[src/rtl/core/rwc_pkg.sv]
`default_nettype none

package rwc_pkg;

  // Beat geometry
  localparam int BYTES_PER_BEAT = 8;
  localparam int DATA_BYTES     = 8;
  localparam int DATA_W         = 8 * DATA_BYTES;
  localparam int ACC_W          = 32;
  localparam int OFFSET_W       = 8;

  // Lanes that carry real bytes; wider beats see zero bytes above these
  localparam int LANES_USED = (BYTES_PER_BEAT < DATA_BYTES) ? BYTES_PER_BEAT : DATA_BYTES;

  // Lane reduction width: weights 8 down to 1 sum to 36, and 36 * 128 fits in 14 signed bits
  localparam int LANE_W = 20;
  localparam int EXT_W  = ACC_W - LANE_W;

  // Per-beat constants, modulo 2^32
  localparam logic [ACC_W-1:0] BEAT_C = ACC_W'(BYTES_PER_BEAT);
  localparam logic [ACC_W-1:0] TRI_C  = ACC_W'((BYTES_PER_BEAT * (BYTES_PER_BEAT + 1)) / 2);

  typedef struct packed {
    logic [LANE_W-1:0] sum;       // two's complement sum of lanes
    logic [LANE_W-1:0] weighted;  // two's complement weighted sum of lanes
  } lane_sums_t;

  typedef struct packed {
    logic              step;
    logic              start;
    logic [ACC_W-1:0]  seed_sum;
    logic [ACC_W-1:0]  seed_weighted;
  } acc_ctrl_t;

endpackage

`default_nettype wire

[src/rtl/core/rolling_weak_checksum_block.sv]
// Rolling weak checksum over a stream of signed bytes, eight to a beat with
// the first stream byte in the low bits. Each accepted request yields one
// result: the plain sum s1, the weighted sum s2 and the byte count of the
// run, all modulo 2^32, plus an echo of last. A request with start_req set
// reloads the sums from the seeds and restarts the count before its own
// bytes are added; last only tags the result and does not end accumulation.
// Throughput is one request per clock while out_ready is high; a held
// result stalls the input. An accepted request sits in the input register
// until the result slot is free, then passes through the lane reduction and
// accumulator adders into the accumulator registers, which also serve as the
// result register. byte_offset is written through cfg_we/cfg_wdata and must
// only change while no request is in flight.
`default_nettype none

module rolling_weak_checksum_block (
  input  wire logic                         clk,
  input  wire logic                         rst_n,
  // request channel
  input  wire logic                         in_valid,
  output logic                              in_ready,
  input  wire logic [rwc_pkg::DATA_W-1:0]   in_data_bytes,
  input  wire logic                         in_start_req,
  input  wire logic [rwc_pkg::ACC_W-1:0]    in_seed_sum,
  input  wire logic [rwc_pkg::ACC_W-1:0]    in_seed_weighted,
  input  wire logic                         in_last,
  // result channel
  output logic                              out_valid,
  input  wire logic                         out_ready,
  output logic [rwc_pkg::ACC_W-1:0]         out_sum_plain,
  output logic [rwc_pkg::ACC_W-1:0]         out_sum_weighted,
  output logic [rwc_pkg::ACC_W-1:0]         out_bytes_done,
  output logic                              out_last_out,
  // configuration
  input  wire logic                         cfg_we,
  input  wire logic [rwc_pkg::OFFSET_W-1:0] cfg_wdata
);

  logic                           req_valid_r;
  logic [rwc_pkg::DATA_W-1:0]     req_data_r;
  logic                           req_start_r;
  logic [rwc_pkg::ACC_W-1:0]      req_seed_sum_r;
  logic [rwc_pkg::ACC_W-1:0]      req_seed_weighted_r;
  logic                           req_last_r;
  logic                           out_valid_r;
  logic                           out_last_r;
  logic [rwc_pkg::OFFSET_W-1:0]   byte_offset_r;
  logic                           advance;
  logic                           in_fire;
  rwc_pkg::lane_sums_t            lanes;
  rwc_pkg::acc_ctrl_t             acc_ctrl;

  // Move the held request into the accumulators whenever the result slot
  // is empty or being drained this cycle.
  assign advance  = req_valid_r && (!out_valid_r || out_ready);
  // Take a new request when the input register is free or emptying.
  assign in_ready = !req_valid_r || advance;
  assign in_fire  = in_valid && in_ready;

  // Input register: hold the request until the accumulators take it.
  always_ff @(posedge clk) begin
    if (!rst_n) begin
      req_valid_r <= 1'b0;
    end else if (in_ready) begin
      req_valid_r <= in_valid;
    end
  end

  always_ff @(posedge clk) begin
    if (in_fire) begin
      req_data_r          <= in_data_bytes;
      req_start_r         <= in_start_req;
      req_seed_sum_r      <= in_seed_sum;
      req_seed_weighted_r <= in_seed_weighted;
      req_last_r          <= in_last;
    end
  end

  // Configuration register.
  always_ff @(posedge clk) begin
    if (!rst_n) begin
      byte_offset_r <= '0;
    end else if (cfg_we) begin
      byte_offset_r <= cfg_wdata;
    end
  end

  rwc_lanes u_lanes (
    .data_bytes (req_data_r),
    .lanes      (lanes)
  );

  always_comb begin
    acc_ctrl.step          = advance;
    acc_ctrl.start         = req_start_r;
    acc_ctrl.seed_sum      = req_seed_sum_r;
    acc_ctrl.seed_weighted = req_seed_weighted_r;
  end

  // The accumulators only move on advance, which needs the result slot free,
  // so their outputs stay stable while a result waits.
  rwc_acc u_acc (
    .clk          (clk),
    .rst_n        (rst_n),
    .ctrl         (acc_ctrl),
    .lanes        (lanes),
    .byte_offset  (byte_offset_r),
    .sum_plain    (out_sum_plain),
    .sum_weighted (out_sum_weighted),
    .bytes_done   (out_bytes_done)
  );

  // Result valid: set on advance, drop once taken with nothing behind it.
  always_ff @(posedge clk) begin
    if (!rst_n) begin
      out_valid_r <= 1'b0;
    end else if (advance) begin
      out_valid_r <= 1'b1;
    end else if (out_ready) begin
      out_valid_r <= 1'b0;
    end
  end

  always_ff @(posedge clk) begin
    if (advance) begin
      out_last_r <= req_last_r;
    end
  end

  assign out_valid    = out_valid_r;
  assign out_last_out = out_last_r;

endmodule

`default_nettype wire

[src/rtl/core/rwc_lanes.sv]
`default_nettype none

// Reduce the bytes of one beat to a plain and a position-weighted sum.
module rwc_lanes (
  input  wire logic [rwc_pkg::DATA_W-1:0] data_bytes,
  output rwc_pkg::lane_sums_t             lanes
);

  always_comb begin : reduce
    logic signed [rwc_pkg::LANE_W-1:0] sum_v;
    logic signed [rwc_pkg::LANE_W-1:0] wsum_v;
    logic signed [rwc_pkg::LANE_W-1:0] byte_v;
    logic signed [rwc_pkg::LANE_W-1:0] weight_v;
    sum_v  = '0;
    wsum_v = '0;
    for (int k = 0; k < rwc_pkg::LANES_USED; k++) begin
      byte_v   = rwc_pkg::LANE_W'($signed(data_bytes[8*k +: 8]));
      weight_v = rwc_pkg::LANE_W'(rwc_pkg::BYTES_PER_BEAT - k);
      sum_v    = sum_v + byte_v;
      wsum_v   = wsum_v + weight_v * byte_v;
    end
    lanes.sum      = sum_v;
    lanes.weighted = wsum_v;
  end

endmodule

`default_nettype wire

[src/rtl/core/rwc_acc.sv]
`default_nettype none

// Running sums and byte count; the registers double as the result payload.
module rwc_acc (
  input  wire logic                         clk,
  input  wire logic                         rst_n,
  input  wire rwc_pkg::acc_ctrl_t           ctrl,
  input  wire rwc_pkg::lane_sums_t          lanes,
  input  wire logic [rwc_pkg::OFFSET_W-1:0] byte_offset,
  output logic [rwc_pkg::ACC_W-1:0]         sum_plain,
  output logic [rwc_pkg::ACC_W-1:0]         sum_weighted,
  output logic [rwc_pkg::ACC_W-1:0]         bytes_done
);

  logic [rwc_pkg::ACC_W-1:0] plain_acc_r,    plain_acc_nxt;
  logic [rwc_pkg::ACC_W-1:0] weighted_acc_r, weighted_acc_nxt;
  logic [rwc_pkg::ACC_W-1:0] byte_pos_r,     byte_pos_nxt;
  logic [rwc_pkg::ACC_W-1:0] s1_base, s2_base, pos_base;
  logic [rwc_pkg::ACC_W-1:0] lane_sum_x, lane_wsum_x, offset_x;

  always_comb begin
    lane_sum_x  = {{rwc_pkg::EXT_W{lanes.sum[rwc_pkg::LANE_W-1]}}, lanes.sum};
    lane_wsum_x = {{rwc_pkg::EXT_W{lanes.weighted[rwc_pkg::LANE_W-1]}}, lanes.weighted};
    offset_x    = {{(rwc_pkg::ACC_W - rwc_pkg::OFFSET_W){1'b0}}, byte_offset};

    // start loads seeds before this beat is folded in
    s1_base  = ctrl.start ? ctrl.seed_sum      : plain_acc_r;
    s2_base  = ctrl.start ? ctrl.seed_weighted : weighted_acc_r;
    pos_base = ctrl.start ? '0                 : byte_pos_r;

    plain_acc_nxt    = plain_acc_r;
    weighted_acc_nxt = weighted_acc_r;
    byte_pos_nxt     = byte_pos_r;
    if (ctrl.step) begin
      weighted_acc_nxt = s2_base + rwc_pkg::BEAT_C * s1_base + lane_wsum_x
                         + rwc_pkg::TRI_C * offset_x;
      plain_acc_nxt    = s1_base + lane_sum_x + rwc_pkg::BEAT_C * offset_x;
      byte_pos_nxt     = pos_base + rwc_pkg::BEAT_C;
    end
  end

  always_ff @(posedge clk) begin
    if (!rst_n) begin
      plain_acc_r    <= '0;
      weighted_acc_r <= '0;
      byte_pos_r     <= '0;
    end else begin
      plain_acc_r    <= plain_acc_nxt;
      weighted_acc_r <= weighted_acc_nxt;
      byte_pos_r     <= byte_pos_nxt;
    end
  end

  assign sum_plain    = plain_acc_r;
  assign sum_weighted = weighted_acc_r;
  assign bytes_done   = byte_pos_r;

endmodule

`default_nettype wire

[config.mk]
export PLATFORM = sky130hd
export DESIGN_NAME = rolling_weak_checksum_block
export DESIGN_NICKNAME = d
export VERILOG_FILES = /design/src/rtl/core/rwc_pkg.sv /design/src/rtl/core/rolling_weak_checksum_block.sv /design/src/rtl/core/rwc_lanes.sv /design/src/rtl/core/rwc_acc.sv
export SDC_FILE = /design/constraint.sdc
export NUM_CORES = 1
export LEC_CHECK = 0
export ABC_AREA = 0
export BUFFER_PORTS_ARGS = -buffer_cell sky130_fd_sc_hd__buf_2
export CORE_MARGIN = 5
export CORE_UTILIZATION = 28
export DETAILED_ROUTE_END_ITERATION = 10
export SETUP_SLACK_MARGIN = 0.2
export SLEW_MARGIN = 10
export SYNTH_ARGS = -nofsm -noshare
export SYNTH_HDL_FRONTEND = slang
export SYNTH_HIERARCHICAL = 1
export SYNTH_SLANG_ARGS = --single-unit
[constraint.sdc]
create_clock -name clk -period 10.5 [get_ports clk]
set_input_delay 0.525 -clock clk [delete_from_list [all_inputs] [get_ports clk]]
set_output_delay 0.525 -clock clk [all_outputs]
set_load 0.05 [all_outputs]
==> results.sh, run 1 <==
export IMPL_hpwl_um=44000
export IMPL_status="finished clean"
export IMPL_firstDrtPassIters=5
export IMPL_drive_gt1_share_pct=17.3
export IMPL_antenna_found_initial=4
export IMPL_cts_inserted_buffers=30
export IMPL_rrSetupSlack_ns=1.54
export IMPL_ys_warn_count=6
export IMPL_routedWlPerCell_um=17.9
export IMPL_hold_violations=0
export IMPL_postCtsSetupRepairBufs=0
export IMPL_synth_edf_count=131
export IMPL_ant_nets=0
export IMPL_period_share_pct=85.3
export IMPL_setup_violations=0
export IMPL_place_gp_congestion=0.877
export IMPL_grt_overflow=0
export IMPL_ys_flop_type="edfxtp_1"
export IMPL_synthSimpleGateAreaFrac_pct=11.1
export IMPL_cp_slowest_stage_delay_ns=0.90
export IMPL_clk_latency_ns=0.58
export IMPL_clockRootBuffer="clkbuf_16"
export IMPL_grt_pass1_vias=14614
export IMPL_path_clk_slew_ns=0.06
export IMPL_path_buf_inv=5
export IMPL_cp_data_arrival_time_ns=9.42
export IMPL_critPathKind="reg -> reg"
export IMPL_synth_cell_types=80
export IMPL_setup_tns_ns=0
export IMPL_holdBufCountCts=0
export IMPL_slowest_stage="nor3_1"
export IMPL_h_tree_depth=1
export IMPL_netlist_area_sq_um=19700
export IMPL_die_area_sq_um=75800
export IMPL_synth_area_leader_cell="edfxtp_1"
export IMPL_cts_path_max_buffers=3
export IMPL_yosysSeqAreaShare_pct=30.4
export IMPL_port_buffers=238
export IMPL_drv_slew=0
export IMPL_ios=242
export IMPL_worst_pin_slew_ns=1.09
export IMPL_slew_headroom_pct=26.7
export IMPL_async_flop_share_pct=0
export IMPL_drc=0
export IMPL_max_freq_mhz=112
export IMPL_num_vias=14410
export IMPL_wl_um=55400
export IMPL_synth_most_common_cell="inv_1"
export IMPL_worst_clock_skew_ns=0.0120
export IMPL_synthTopCellsByCount="272 x inv_1, 195 x fa_1, 193 x ha_1"
export IMPL_fin_nets=2662
export IMPL_maxCapViolCount=0
export IMPL_critPathTopFamily="adder cells"
export IMPL_netlist_area_leader_share_pct=20.0
export IMPL_ys_ff_latch=234
export IMPL_crit_top_cell="fa_1"
export IMPL_syn_to_final_growth_pct=16.3
export IMPL_rows=97
export IMPL_ys_top_cells_by_area="edfxtp_1 20%, fa_1 20%, ha_1 12%"
export IMPL_cts_repair_resized=0
export IMPL_synth_area_mux_share_pct=5.24
export IMPL_grt_max_degree=67
export IMPL_cts_tree="yes"
export IMPL_synth_cells=1909
export IMPL_endpoint_kind="register"
export IMPL_chipHeight_um=275
export IMPL_worstHoldPathType="in -> reg"
export IMPL_cts_sinks=234
export IMPL_required_ns=10.96
export IMPL_avgSynthCellArea_sq_um=10.3
export IMPL_synthAdderAreaFrac_pct=32.1
export IMPL_synth_compound_area_share_pct=11.2
export IMPL_drt_initial_drc_count=823
export IMPL_start_kind="register"
export IMPL_track_usage_pct=14.4
export IMPL_core_area_sq_um=69900
export IMPL_synth_top_family_by_area="adder cells"
export IMPL_die_w_um=275
export IMPL_critPathMaxFanout=7
export IMPL_vias_per_cell=4.65
export IMPL_start_util_pct=28.2
export IMPL_synth_xor_area_share_pct=3.38
export IMPL_rsz0062_at_grt="false"
export IMPL_fin_crit_ns=8.96
export IMPL_grt_pass1_wl_um=85500
## metrics by stage
| step | instance area (sq um) | util, % | cells | worst slack, ns | hold slack [ns] |
|---|---|---|---|---|---|
| floorplan | 19700 | - | 1911 | 2.66 | 0.400 |
| global placement | 21900 | 31.4 | 3039 | 1.83 | 0.402 |
| detailed placement | 21900 | 31.4 | 3039 | 1.74 | 0.411 |
| CTS | 22900 | 32.8 | 3095 | 1.69 | 0.0635 |
| global route | 22900 | 32.8 | 3097 | 1.11 | 0.0739 |
| finish | 22900 | 32.8 | 3099 | 1.54 | 0.114 |
## flip-flops by register name (all words and copies together) (netlist names)
name,cells
req_data_r,64
req_seed_sum_r,32
req_seed_weighted_r,32
u_acc/sum_plain,32
u_acc/sum_weighted,32
u_acc/bytes_done,29
byte_offset_r,8
out_last_out,1
out_valid,1
req_last_r,1
req_start_r,1
req_valid_r,1
## path summary, 6_finish.rpt
| check | from | endpoint | cells after the start |
|---|---|---|---|
| hold reg to reg | req_last_r$_DFFE_PP_ | out_last_out$_DFFE_PP_ | 0 |
| setup reg to reg | req_data_r[17]$_DFFE_PP_ | u_acc/sum_weighted[30]$_SDFFE_PN0P_ | 32 |
| hold / removal | in_seed_weighted[11] | req_seed_weighted_r[11]$_DFFE_PP_ | 1 |
| setup / recovery | req_data_r[17]$_DFFE_PP_ | u_acc/sum_weighted[30]$_SDFFE_PN0P_ | 32 |
## layout by cell type, fill, tap and decap left out, drive strengths merged, types with 13 or more instances in the layout
master,instances
nand3,51
clkbuf,38
nor3,32
inv,273
xnor2,48
fa,195
o21ai,65
a21oi,100
buf,250
nand2,109
o21a,13
nand4,17
o21bai,14
edfxtp,131
o211ai,16
mux2,50
mux2i,47
a211oi,18
xor2,28
ha,193
dfxtp,103
nor2b,23
a21o,30
and3,18
nor2,132
## routing by layer
layer	routed length, um	global-route usage (%)	vias up
met5	0	0	-
met4	1360	3.87	0
met3	4010	3.56	71
met2	26000	23.8	335
met1	24100	18.9	6977
li1	-	-	7027
## worst register-to-register path, delay by kind of cell, from the launching register on
kind / cells / cell delay, ns
fa+ha+maj: 10 / 4.20
compound gates: 12 / 2.49
simple gates: 4 / 1.31
flops: 1 / 0.45
buf+inv: 5 / 0.25
xor+xnor: 1 / 0.13
## cell type report
class                      instances  area [sq um]
fill                            7244         47000
clock inverter                    18           216
timing repair buffer             250          1280
antenna                            4          10.0
multi-input combinational       1343         12400
tap                              940          1180
sequential                       234          6000
inverter                         272          1020
clock buffer                      38           781
## cell families (layout without fill, tap and decap cells)
family                   count (synthesis)  count (layout)
AND/OR/NAND/NOR                        446             446
adder cells (fa/ha/maj)                388             388
other                                    1               7
AO/OA/AOI/OAI                          333             333
buffers and inverters                  334             578
multiplexers                            97              97
XOR/XNOR                                76              76
flip-flops                             234             234
Power of run 1 is not shown: default switching activity piles up to over one toggle a cycle in this logic, so the estimate is an artifact.
==> run 2, diff against run 1 <==
--- a/config.mk
+++ b/config.mk
@@ -14,5 +14,4 @@
 export SLEW_MARGIN = 10
 export SYNTH_ARGS = -nofsm -noshare
 export SYNTH_HDL_FRONTEND = slang
-export SYNTH_HIERARCHICAL = 1
 export SYNTH_SLANG_ARGS = --single-unit
==> results.sh, run 2 <==
export IMPL_port_buffers=238
export IMPL_critPathTopFamily="adder cells"
export IMPL_largest_reg_flops=64
export IMPL_period_share_pct=85.4
export IMPL_worstHoldPathType="in -> reg"
export IMPL_start_kind="register"
export IMPL_dp_cells=3012
export IMPL_netlist_area_sq_um=19400
export IMPL_fin_cells=3066
export IMPL_hold_start="in_seed_sum[29]"
export IMPL_maxCapViolCount=0
export IMPL_ant_nets=0
export IMPL_synth_compound_area_share_pct=11.9
export IMPL_firstDrtPassIters=5
export IMPL_die_w_um=273
export IMPL_max_freq_mhz=111
export IMPL_drc=0
export IMPL_critPathKind="reg -> reg"
export IMPL_netlist_area_leader_share_pct=20.2
export IMPL_die_area_sq_um=74800
export IMPL_r2r_start="req_data_r[25]$_DFFE_PP_"
export IMPL_setup_tns_ns=0
export IMPL_ys_ff_latch=234
export IMPL_synth_most_common_cell="inv_1"
export IMPL_avgSynthCellArea_sq_um=10.4
export IMPL_synth_area_leader_cell="edfxtp_1"
export IMPL_endpoint_kind="register"
export IMPL_met3_length_um=2830
export IMPL_place_gp_congestion=0.881
export IMPL_grt_pass1_wl_um=83600
export IMPL_slew_headroom_pct=38.7
export IMPL_fin_nets=2632
export IMPL_vias_per_cell=4.57
export IMPL_rsz0062_at_grt="false"
export IMPL_path_clk_slew_ns=0.06
export IMPL_critPathMaxFanout=6
export IMPL_status="finished clean"
export IMPL_crit_top_cell="fa_1"
export IMPL_wl_met2_um=24600
export IMPL_top_register="req_data_r"
export IMPL_clockRootBuffer="clkbuf_16"
export IMPL_cp_slowest_stage_delay_ns=0.56
export IMPL_path_buf_inv=3
export IMPL_start_util_pct=28.3
export IMPL_synth_edf_count=131
export IMPL_ys_flop_type="edfxtp_1"
export IMPL_synth_top_family_by_area="adder cells"
export IMPL_cts_sinks=234
export IMPL_ios=242
export IMPL_synthSimpleGateAreaFrac_pct=10.3
export IMPL_wl_um=54100
export IMPL_holdBufCountCts=0
export IMPL_synthAdderAreaFrac_pct=30.8
export IMPL_num_vias=14007
export IMPL_async_flop_share_pct=0
export IMPL_grt_max_degree=73
export IMPL_cts_inserted_buffers=29
export IMPL_synth_cells=1876
export IMPL_rows=96
export IMPL_core_area_sq_um=68700
export IMPL_drt_initial_drc_count=626
export IMPL_fin_crit_ns=8.97
export IMPL_cts_repair_resized=0
export IMPL_synth_xor_area_share_pct=5.54
export IMPL_track_usage_pct=14.2
export IMPL_diodes=0
export IMPL_startpoint="req_data_r[25]$_DFFE_PP_"
export IMPL_hold_violations=0
export IMPL_cp_data_arrival_time_ns=9.46
export IMPL_syn_to_final_growth_pct=16.5
export IMPL_worst_pin_slew_ns=0.920
export IMPL_routedWlPerCell_um=17.7
export IMPL_worst_clock_skew_ns=0.0161
export IMPL_wl_met1_um=25200
export IMPL_chipHeight_um=273
export IMPL_mostFrequentLayoutCells="281 x inv_1, 238 x buf_2, 208 x ha_1"
export IMPL_clk_latency_ns=0.59
export IMPL_cts_path_max_buffers=3
export IMPL_antenna_found_initial=3
export IMPL_ys_top_cells_by_area="edfxtp_1 20%, fa_1 17%, ha_1 13%"
export IMPL_final_common_cell="inv_1"
export IMPL_cts_tree="yes"
export IMPL_holdWs_ns=0.103
export IMPL_yosysSeqAreaShare_pct=30.9
export IMPL_drv_slew=0
export IMPL_hpwl_um=44100
export IMPL_h_tree_depth=1
export IMPL_synthTopCellsByCount="282 x inv_1, 208 x ha_1, 169 x fa_1"
export IMPL_drive_gt1_share_pct=18.4
export IMPL_setup_violations=0
export IMPL_grt_overflow=0
export IMPL_slowest_stage="fa_1"
export IMPL_maxUsedRoutingLayer="met5"
export IMPL_grt_pass1_vias=14673
export IMPL_ys_warn_count=0
export IMPL_synth_cell_types=82
export IMPL_postCtsSetupRepairBufs=0
export IMPL_required_ns=10.99
export IMPL_synth_area_mux_share_pct=4.18
export IMPL_n_fill_cell=7114
-- run 2: changes by cell type after synthesis, moves of 10 or more --
cell     previous run  this run
ha_1              193       208
nor3_1             32        19
xnor2_1            48        90
nand2_1           109       134
nor2_1            132        81
mux2i_1            47        26
inv_1             272       282
fa_1              195       169
a21oi_1            97       117
-- run 2: path summary, 6_finish.rpt --
check                                             end  slack [ns]  cells past startpoint
setup / recovery  u_acc.sum_weighted[31]$_SDFFE_PN0P_        1.53                     34
setup reg to reg  u_acc.sum_weighted[31]$_SDFFE_PN0P_        1.53                     34
hold / removal           req_seed_sum_r[29]$_DFFE_PP_        0.10                      1
hold reg to reg                out_last_out$_DFFE_PP_        0.42                      0
-- run 2: worst reg2reg max path: cells and delay by family, from the launching register on --
kind	cells	cell delay, ns
adder cells (fa/ha/maj)	11	4.48
XOR/XNOR	1	0.16
flip-flops	1	0.48
buffers and inverters	3	0.18
AO/OA/AOI/OAI	12	2.53
AND/OR/NAND/NOR	7	1.04
-- run 2: per-layer routing --
layer,GRT usage [%],vias up
li1,-,6863
met1,19.3,6773
met2,23.4,298
met3,2.68,71
met4,3.40,2
met5,0,-
-- run 2: stage by stage --
stage,instance area (sq um),util [%],setup slack [ns]
floorplan,19400,-,2.13
global placement,21700,31.6,1.57
detailed placement,21700,31.6,1.47
CTS,22600,33.0,1.41
global route,22600,33.0,0.919
finish,22600,33.0,1.53
-- run 2: final cells by class --
cell class	count	area [sq um]	area share (%)
Inverter	284	1070	4.71
Tap cell	931	1160	5.14
Multi-Input combinational cell	1316	12200	53.9
Timing Repair Buffer	247	1260	5.56
Clock buffer	39	783	3.46
Sequential cell	234	6000	26.5
Clock inverter	15	174	0.768
-- run 2: cells by family after synthesis --
| logic type | after synthesis |
|---|---|
| muxes | 75 |
| xor gates and xnor gates | 123 |
| adders and majority gates | 377 |
| other | 1 |
| and+or+nand+nor | 398 |
| DFF | 234 |
| AOI/OAI and AO/OA | 340 |
| buffers and inverters | 328 |
Power of run 2 is left out for the same reason.
